==> config.mk <==
export PLATFORM = sky130hd
export DESIGN_NAME = binocular_gaze_smoother
export DESIGN_NICKNAME = d
export VERILOG_FILES = /design/src/sv/bgs_pkg.sv /design/src/sv/bgs_front.sv /design/src/sv/bgs_ema.sv /design/src/sv/binocular_gaze_smoother.sv
export SDC_FILE = /design/constraint.sdc
export NUM_CORES = 2
export LEC_CHECK = 0
export BUFFER_PORTS_ARGS = -buffer_cell sky130_fd_sc_hd__clkbuf_2
export CORE_MARGIN = 5
export CORE_UTILIZATION = 58
export DETAILED_ROUTE_END_ITERATION = 16
export PLACE_DENSITY = 0.75
export SLEW_MARGIN = 20
export SYNTH_ARGS = -nofsm -noshare
export SYNTH_HDL_FRONTEND = slang
export SYNTH_SLANG_ARGS = --single-unit
==> constraint.sdc <==
create_clock -name i_clk -period 12.9 [get_ports i_clk]
set_clock_uncertainty 0.2 [all_clocks]
set_input_delay 2.58 -clock i_clk [delete_from_list [all_inputs] [get_ports i_clk]]
set_output_delay 2.58 -clock i_clk [all_outputs]
set_load 0.02 [all_outputs]
==> src/sv/bgs_pkg.sv <==
// Shared constants, types and register codes for the gaze smoother.
// No dependencies.
package bgs_pkg;

    localparam int COORD_BITS   = 16;
    localparam int ALPHA_BITS   = 16;
    localparam int TICK_BITS    = 16;
    localparam int CFG_IDX_BITS = 2;
    localparam int IN_DATA_BITS  = 4 * COORD_BITS;
    localparam int OUT_DATA_BITS = 2 * COORD_BITS;

    typedef logic [COORD_BITS-1:0]   t_coord;
    typedef logic [ALPHA_BITS-1:0]   t_alpha;
    typedef logic [TICK_BITS-1:0]    t_ticks;
    typedef logic [CFG_IDX_BITS-1:0] t_cfg_idx;

    localparam t_cfg_idx REG_ALPHA   = t_cfg_idx'(0);
    localparam t_cfg_idx REG_TIMEOUT = t_cfg_idx'(1);

    localparam t_alpha ALPHA_RESET   = t_alpha'(9830);
    localparam t_ticks TIMEOUT_RESET = t_ticks'(500);
    localparam t_ticks TICK_MAX      = '1;

    // One staged input transaction, reduced to the point it contributes.
    typedef struct packed {
        logic   valid;
        logic   tick;
        logic   eye_ok;
        t_coord x;
        t_coord y;
    } t_item;

endpackage

==> src/sv/bgs_front.sv <==
// Input stage: picks the gaze point from the two eyes and registers it.
// Depends on bgs_pkg.
module bgs_front (
    input  logic                          i_clk,
    input  logic                          i_rst_n,
    input  logic                          i_s_tvalid,
    output logic                          o_s_tready,
    input  logic [bgs_pkg::IN_DATA_BITS-1:0] i_s_tdata,
    input  logic                          i_s_tuser,
    input  logic                          i_take,
    output bgs_pkg::t_item                o_item
);
    import bgs_pkg::*;

    t_coord lx, ly, rx, ry;
    logic   left_ok, right_ok;
    logic [COORD_BITS:0] sum_x, sum_y;
    t_item  n_item;
    t_item  r_item;
    logic   r_run;

    assign lx = i_s_tdata[0*COORD_BITS +: COORD_BITS];
    assign ly = i_s_tdata[1*COORD_BITS +: COORD_BITS];
    assign rx = i_s_tdata[2*COORD_BITS +: COORD_BITS];
    assign ry = i_s_tdata[3*COORD_BITS +: COORD_BITS];

    assign left_ok  = (lx != '0) && (ly != '0);
    assign right_ok = (rx != '0) && (ry != '0);
    assign sum_x = {1'b0, lx} + {1'b0, rx};
    assign sum_y = {1'b0, ly} + {1'b0, ry};

    assign o_s_tready = r_run && (!r_item.valid || i_take);

    always_comb begin
        n_item.valid  = 1'b1;
        n_item.tick   = i_s_tuser;
        n_item.eye_ok = left_ok || right_ok;
        priority if (left_ok && right_ok) begin
            n_item.x = sum_x[COORD_BITS:1];
            n_item.y = sum_y[COORD_BITS:1];
        end else if (left_ok) begin
            n_item.x = lx;
            n_item.y = ly;
        end else begin
            n_item.x = rx;
            n_item.y = ry;
        end
    end

    always_ff @(posedge i_clk) begin
        if (!i_rst_n) begin
            r_run        <= 1'b0;
            r_item.valid <= 1'b0;
        end else begin
            r_run <= 1'b1;
            if (o_s_tready) begin
                r_item.valid <= i_s_tvalid;
            end
        end
        if (o_s_tready && i_s_tvalid) begin
            r_item.tick   <= n_item.tick;
            r_item.eye_ok <= n_item.eye_ok;
            r_item.x      <= n_item.x;
            r_item.y      <= n_item.y;
        end
    end

    assign o_item = r_item;

endmodule

==> src/sv/bgs_ema.sv <==
// One axis of the moving average: s + floor(alpha * (x - s) / 2^16).
// Depends on bgs_pkg.
module bgs_ema (
    input  bgs_pkg::t_coord i_s,
    input  bgs_pkg::t_coord i_x,
    input  bgs_pkg::t_alpha i_alpha,
    output bgs_pkg::t_coord o_s
);
    import bgs_pkg::*;

    localparam int DIFF_BITS = COORD_BITS + 1;
    localparam int PROD_BITS = DIFF_BITS + ALPHA_BITS + 1;

    logic signed [DIFF_BITS-1:0]  diff;
    logic signed [ALPHA_BITS:0]   alpha_s;
    logic signed [PROD_BITS-1:0]  prod;

    assign diff    = $signed({1'b0, i_x}) - $signed({1'b0, i_s});
    assign alpha_s = $signed({1'b0, i_alpha});
    assign prod    = PROD_BITS'(diff) * PROD_BITS'(alpha_s);
    // arithmetic drop of the low bits floors; result wraps back into range
    assign o_s = i_s + prod[ALPHA_BITS +: COORD_BITS];

endmodule

==> src/sv/binocular_gaze_smoother.sv <==
// Top level of the binocular gaze smoother: config registers, track state,
// output register. Depends on bgs_pkg, bgs_front, bgs_ema.
//
//  channel   direction  handshake               payload
//  s         in         i_s_tvalid/o_s_tready   tdata lx,ly,rx,ry; tuser op
//  m         out        o_m_tvalid/i_m_tready   tdata pos_x,pos_y; tuser held
//  cfg       in         i_cfg_valid/o_cfg_ready i_cfg_index, i_cfg_data
//
// One transaction per cycle unless a result waits on a stalled output; a result passes
// the input register, then the result register with one multiply per axis.
// Synchronous active-low reset clears state and valids, resets config; ready rises
// the cycle after reset is released. Ticks and dropped samples retire even
// while the output is stalled; results wait in the output register.
module binocular_gaze_smoother (
    input  logic                              i_clk,
    input  logic                              i_rst_n,
    input  logic                              i_s_tvalid,
    output logic                              o_s_tready,
    input  logic [bgs_pkg::IN_DATA_BITS-1:0]  i_s_tdata,  // left_x, left_y, right_x, right_y
    input  logic                              i_s_tuser,  // op
    output logic                              o_m_tvalid,
    input  logic                              i_m_tready,
    output logic [bgs_pkg::OUT_DATA_BITS-1:0] o_m_tdata,  // pos_x, pos_y
    output logic                              o_m_tuser,  // held
    input  logic                              i_cfg_valid,
    output logic                              o_cfg_ready,
    input  bgs_pkg::t_cfg_idx                 i_cfg_index,
    input  logic [bgs_pkg::ALPHA_BITS-1:0]    i_cfg_data
);
    import bgs_pkg::*;

    t_item  item;
    t_alpha r_alpha;
    t_ticks r_timeout;
    t_ticks r_ticks;
    t_coord r_sx, r_sy;
    t_coord ema_x, ema_y;
    logic   r_cfg_ready;
    logic   r_out_valid, r_out_held;
    t_coord r_out_x, r_out_y;
    logic   lost, emits, out_free, take;

    bgs_front u_front (
        .i_clk      (i_clk),
        .i_rst_n    (i_rst_n),
        .i_s_tvalid (i_s_tvalid),
        .o_s_tready (o_s_tready),
        .i_s_tdata  (i_s_tdata),
        .i_s_tuser  (i_s_tuser),
        .i_take     (take),
        .o_item     (item)
    );

    bgs_ema u_ema_x (.i_s(r_sx), .i_x(item.x), .i_alpha(r_alpha), .o_s(ema_x));
    bgs_ema u_ema_y (.i_s(r_sy), .i_x(item.y), .i_alpha(r_alpha), .o_s(ema_y));

    assign lost     = (r_ticks >= r_timeout);
    assign emits    = !item.tick && (item.eye_ok || !lost);
    assign out_free = !r_out_valid || i_m_tready;
    assign take     = item.valid && (out_free || !emits);

    always_ff @(posedge i_clk) begin
        if (!i_rst_n) begin
            r_cfg_ready <= 1'b0;
            r_alpha     <= ALPHA_RESET;
            r_timeout   <= TIMEOUT_RESET;
            r_ticks     <= '0;
            r_sx        <= '0;
            r_sy        <= '0;
            r_out_valid <= 1'b0;
        end else begin
            r_cfg_ready <= 1'b1;
            if (i_cfg_valid && r_cfg_ready) begin
                if (i_cfg_index == REG_ALPHA) begin
                    r_alpha <= i_cfg_data;
                end else if (i_cfg_index == REG_TIMEOUT) begin
                    r_timeout <= i_cfg_data;
                end
            end

            if (take && emits) begin
                r_out_valid <= 1'b1;
            end else if (i_m_tready) begin
                r_out_valid <= 1'b0;
            end

            if (take) begin
                if (item.tick) begin
                    if (r_ticks != TICK_MAX) begin
                        r_ticks <= r_ticks + 1'b1;
                    end
                end else if (item.eye_ok) begin
                    r_ticks <= '0;
                    r_sx    <= lost ? item.x : ema_x;
                    r_sy    <= lost ? item.y : ema_y;
                end
            end
        end
        if (take && emits) begin
            r_out_held <= !item.eye_ok;
            if (item.eye_ok) begin
                r_out_x <= lost ? item.x : ema_x;
                r_out_y <= lost ? item.y : ema_y;
            end else begin
                r_out_x <= r_sx;
                r_out_y <= r_sy;
            end
        end
    end

    assign o_cfg_ready = r_cfg_ready;
    assign o_m_tvalid  = r_out_valid;
    assign o_m_tdata   = {r_out_y, r_out_x};
    assign o_m_tuser   = r_out_held;

endmodule

=== Word-level counts from Yosys, hierarchy flattened ===
Index checks and enable logic that the tools add are counted.
Widths: inputs -> output; s select.

* Bits in registers: 150
* Output and inout port bits: 36
* Memories kept: 0
* Bits in latches: 0
* Memory bits (writable): 0
* Bits in read-only memories: 0

* Muxes and demuxes: 12
* Bitwise logic cells: 2
* Equal/unequal tests: 3
* Order comparisons: 1
* Shift operators: 0
* Reductions and logical operators: 31
* $mul: 2
* Add/sub/neg operators: 7
* Div/mod/pow operators: 0

{| class="wikitable"
|+ Operator list
! kind !! number
|-
| $mux 16 || 7
|-
| $mul 17x17->32 || 2
|-
| $mux 32 || 2
|-
| $reduce_bool 16->1 || 4
|-
| $add 16x16->17 || 2
|-
| $sub 16x16->17 || 2
|-
| $add 16x16->16 || 2
|-
| $add 16x1->16 const B || 1
|-
| $ge 16x16->1 || 1
|-
| $ne 16x16->1 const B || 1
|-
| $logic_and 1x1->1 || 9
|-
| $logic_not 1->1 || 6
|-
| $reduce_and 3->1 || 2
|-
| $logic_or 1x1->1 || 5
|-
| $reduce_and 2->1 || 2
|-
| $reduce_bool 2->1 || 2
|-
| $mux 1 || 3
|-
| $eq 2x1->1 const B || 1
|-
| $logic_not 2->1 || 1
|-
| $ne 2x2->1 const B || 1
|-
| $not 1->1 || 2
|}

=== Logic depth before layout (Yosys ltp) ===
* Word-level depth: 10
* Mapped depth: 46
* Depth with buffers taken out: 46

=== Hierarchy ===
A second synthesis with hierarchy kept.

* Cells, all modules: 3716
* Area, all modules: 32269.7 um2

{| class="wikitable"
|+ Modules (own cells, without submodules)
! module !! cells an instance !! sequential area each (um2) !! area each (um2) !! times used
|-
| bgs_ema at u_ema_y || 1410 || 0.0 || 11951.5 || 1
|-
| bgs_ema at u_ema_x || 1296 || 0.0 || 11238.3 || 1
|-
| binocular_gaze_smoother || 641 || 2632.5 || 5716.7 || 1
|-
| bgs_front || 369 || 1061.0 || 3363.2 || 1
|}

=== Worst setup path after synthesis ===
Ideal clock, no wire load.

* Kind: register to register
* Start: reg r_sx[1]
* End: reg r_out_x[15] (data pin)
* Slack: 2.564 ns
* Setup time: 0.266 ns
* Buffers on the path: 1
* Clock period less this slack: 10.336 ns
* Stages on the path, launching flop included: 46
* Arrival time: 9.870 ns
* Cells stage by stage: dfxtp_1 > inv_1 > ha_1 > nor2b_1 > o21ai_0 > a21boi_0 > o21ai_0 > a21oi_1 > a41oi_1 > a21oi_1 > a2111oi_0 > nor3_1 > clkbuf_1 > and2_1 > fa_1 > inv_1 > fa_1 > fa_1 > (+10 left out) > o21ai_0 > nor3_1 > nor2b_1 > o21a_1 > o21a_1 > nor2_1 > xnor2_1 > ha_1 > a21oi_1 > o21ai_0 > nand2_1 > nor2_1 > o21ai_0 > xnor2_1 > or4b_2 > nand4_1 > mux2i_1 > o22ai_1

* Longest elaborated chain between the ends: 5

{| class="wikitable"
|+ RTL lines
! element !! line !! text
|-
| start: declaration || binocular_gaze_smoother.sv:36 || <nowiki>t_coord r_sx, r_sy;</nowiki>
|-
| start signal: assignment || binocular_gaze_smoother.sv:94 || <nowiki>r_sx <= lost ? item.x : ema_x;</nowiki>
|-
| $sub 16x16->17 || bgs_ema.sv:18 || <nowiki>assign diff = $signed({1'b0, i_x}) - $signed({1'b0, i_s});</nowiki>
|-
| $mul 17x17->32 || bgs_ema.sv:20 || <nowiki>assign prod = PROD_BITS'(diff) * PROD_BITS'(alpha_s);</nowiki>
|-
| $add 16x16->16 (*) || bgs_ema.sv:22 || <nowiki>assign o_s = i_s + prod[ALPHA_BITS +: COORD_BITS];</nowiki>
|-
| $mux 16 (*) || binocular_gaze_smoother.sv:102 || <nowiki>r_out_x <= lost ? item.x : ema_x;</nowiki>
|-
| $mux 16 (*) || n/a ||
|-
| end signal: assignment || binocular_gaze_smoother.sv:102 ||
|-
| end signal: assignment || binocular_gaze_smoother.sv:105 || <nowiki>r_out_x <= r_sx;</nowiki>
|-
| end: declaration || binocular_gaze_smoother.sv:40 || <nowiki>t_coord r_out_x, r_out_y;</nowiki>
|}

Every way passes the cells marked *; elsewhere a longest branch is shown, timed or not.
A chain may end at the register's enable or synchronous reset.

=== Worst setup path in the final report ===
Same ends and word-level chain as after synthesis.

==> results.md <==
* Routed Wire Length at 74,400 um
* Total overflow reported by the global router at 0
* Via count of the first global-routing pass at between 20,000 and 25,000
* FF+latch count, synth at 150
* Routed vias/inst at 5.49
* HPWL Detailed at between 50,000 and 60,000 um
* Routability Congestion at 0.936
* First-pass GRT wire length at 125,000 um
* Area of the mapped netlist at 30,500 um^2
* # hold bufs at CTS at 0
* Area growth from synthesis to layout at 6.67%
* Hold violation count in the final report at 0
* Synthesized instance count at 3,506
* Share of flip-flops with an asynchronous set or reset at 0
* Wirelength per Cell at 17.5 um
* Leading area contributor after synthesis: fa_1
* Top cells by area in the synthesized netlist: fa_1, ha_1, inv_1, edfxtp_1, dfxtp_1
* Horizontal die dimension at 239 um
* Clock root cell: clkbuf_16
* Core Area at 52,300 um^2
* Startpoint types: register
* Count of TritonRoute iterations in the first routing pass at 7
* Actual slew at the worst max-slew pin at 1.16 ns
* Crit-path max cell delay at 0.61 ns
* Register area share after synthesis at 0.120
* Category of the critical setup timing path: reg2reg
* Data required time of the worst path at 12.86 ns
* Final count of negative-setup-slack endpoints at 0
* Number of library cell types mapped by synthesis at 75
* Port bufs at 123
* Vertical extent of the die at ~240 um
* Max stage delay cell, worst path: or4b_2
* Arrival time at the worst endpoint at about 12 ns
* Result of the run: complete, no violations
* Row count at 84
* Final critical-path required period at 11.54 ns
* Clk pin slew, worst setup/hold paths at 0.07 ns
* TritonCTS clock tree: yes
* Detailed Route Iter0 Violations at 1,546
* Via total after detailed routing at 23,400
* RSZ-0062 raised after global routing: no
* Peak clock frequency supported by timing at 0.0867 GHz
* Synthesized netlist net count at 4,407
* Effective utilization at floorplan at 0.583
* CTS Buf Count at 17
* Number of antenna violations at the first check in global routing at 0
* Relative slew slack at 0.223
* Category of the worst setup path capture point: register
* Met2 Resource Use GR at 0.444
* Post-synth EDFFs at 67
* Syn. warnings at 0
* TritonCTS Sinks at 150
* Fraction of final layout cells with drive strength greater than 1 at 0.0680
* Met1 routing resource usage after global routing at 0.378
* Top-level I/O count at 124
* Utilization of the core after routing at 0.622
* # resized after CTS at 0
* Most common flop cell mapped by yosys: dfxtp_1
* Final TNS setup at 0 ns
* # H-tree levels at 4
* Number of max-capacitance violations reported at 0
* Total track usage at 0.269
* Part of the cycle the worst path needs at 0.895
* Clock latency on the worst-skew pair at 0.44 ns
* Net total in the final layout at 4,460
* Post-route DRC violation count at 0
* Final Max Slew Viols at 0
* Die Footprint at 57,300 um^2
* Avg Cell Area, Syn at 8.70 um^2
* Setup bufs post-CTS at 0
* Highest fanout seen on the critical path at 16
* Cell seen most often among critical-path stages: fa_1
* Area share of the leading cell type in the synthesized netlist at 0.352
* Routed Antenna Nets at 0
* Most utilized layer in the global route result: met2
* Worst hold path class: reg2reg
* Maximum clock insertion buffer count at 2
* Maximum number of pins on one net before global-route repair at 64
* Met3 track utilization from global routing at 0.0467
==> worst paths after layout <==
| path | end | slack (ns) | start | cells past startpoint |
|---|---|---|---|---|
| min | r_alpha[14]$_SDFFE_PN0P_ | 0.26 | r_alpha[14]$_SDFFE_PN0P_ | 2 |
| max | r_out_x[15]$_DFFE_PP_ | 1.36 | r_sx[1]$_SDFFE_PN0P_ | 40 |
| max reg2reg | r_out_x[15]$_DFFE_PP_ | 1.36 | r_sx[1]$_SDFFE_PN0P_ | 40 |
| min reg2reg | r_alpha[14]$_SDFFE_PN0P_ | 0.26 | r_alpha[14]$_SDFFE_PN0P_ | 2 |
==> sequential cells by signal (all words and copies together) (netlist names), 16 cells and up <==
| signal | cells |
|---|---|
| r_sy | 16 |
| r_ticks | 16 |
| r_sx | 16 |
| r_timeout | 16 |
| r_out_x | 16 |
| u_front.o_item | 35 |
| r_alpha | 16 |
| r_out_y | 16 |
==> synth_stat cells, types with 8 or more instances <==
master       n
nand2b_1    33
a21oi_1    149
o21a_1      19
a21boi_0     8
nor2b_1     55
or3_1       12
dfxtp_1     83
fa_1       536
edfxtp_1    67
nor2_1     139
nand2_1    440
xnor2_1     94
and2_1     209
o2bb2ai_1   19
nor4_1      23
a21o_1      36
nor3_1      35
xor2_1      38
a31oi_1     14
nand3_1     40
ha_1       277
o21ai_0     91
mux2i_1     28
clkbuf_1   128
o211ai_1    14
o31ai_1      9
inv_1      765
nand4_1     15
and3_1      11
a211oi_1    19
==> metrics by stage <==
step	std cells	setup WS [ns]	cell area [um^2]	hold slack, ns
global route	4260	0.708	32600	0.275
global placement	4228	1.56	32000	0.243
CTS	4260	1.42	32500	0.258
detailed placement	4228	1.46	32000	0.248
finish	4261	1.36	32600	0.258
floorplan	3506	2.56	30500	0.236
==> cells in the final DEF (no fill, tap or decap), drive strengths merged, types with 4 or more instances in the layout <==
cell,n
a21boi,8
a21o,36
nor2b,55
a21oi,149
fa,536
a31o,8
a22oi,5
nand3,40
o41ai,5
o21ai,93
inv,777
o211ai,14
nand4,15
clkbuf,142
o31ai,9
mux2i,28
o31a,5
nor4,23
o21bai,7
nand2,440
or3,12
o2bb2ai,19
edfxtp,67
a211oi,19
buf,44
o21a,19
nor3,35
nor2,140
nand2b,33
and3,11
dfxtp,83
and2,210
ha,277
o221ai,4
xnor2,94
a31oi,14
or2,7
nor3b,4
xor2,38
==> final cells by class <==
type,count,area (um^2)
clock inverter,13,123
multi-input combinational,2457,23600
antenna,1,2.50
clock buffer,19,454
fill,4547,19800
sequential,150,3670
timing repair buffer,167,946
inverter,766,2880
tap,688,861
==> worst max-delay path, delay by kind of cell (launching register included) <==
family | cells | cell delay (ns)
xor gates and xnor gates | 2 | 0.43
muxes | 1 | 0.25
DFF | 1 | 0.48
adders and majority gates | 9 | 3.89
buffers and inverters | 6 | 0.47
and+or+nand+nor | 7 | 2.06
AOI/OAI and AO/OA | 15 | 3.46
==> routing by layer <==
metal,wire [um],vias up
li1,-,11000
met1,31800,11500
met2,35200,768
met3,5970,102
met4,1390,0
met5,0,-
==> cells by family (layout without fill, tap and decap cells) <==
group,count (synthesis),in the layout,share of synthesized area
AO/OA/AOI/OAI,447,447,0.0935
XOR/XNOR,132,132,0.0379
adder cells (fa/ha/maj),813,813,0.465
buffers and inverters,899,965,0.111
flip-flops,150,150,0.120
multiplexers,29,29,0.00955
other,0,1,0
AND/OR/NAND/NOR,1036,1036,0.163
Power is left out: the tool's default activity adds up to more than one toggle a clock period on the data nets, which glitch-free logic cannot reach.
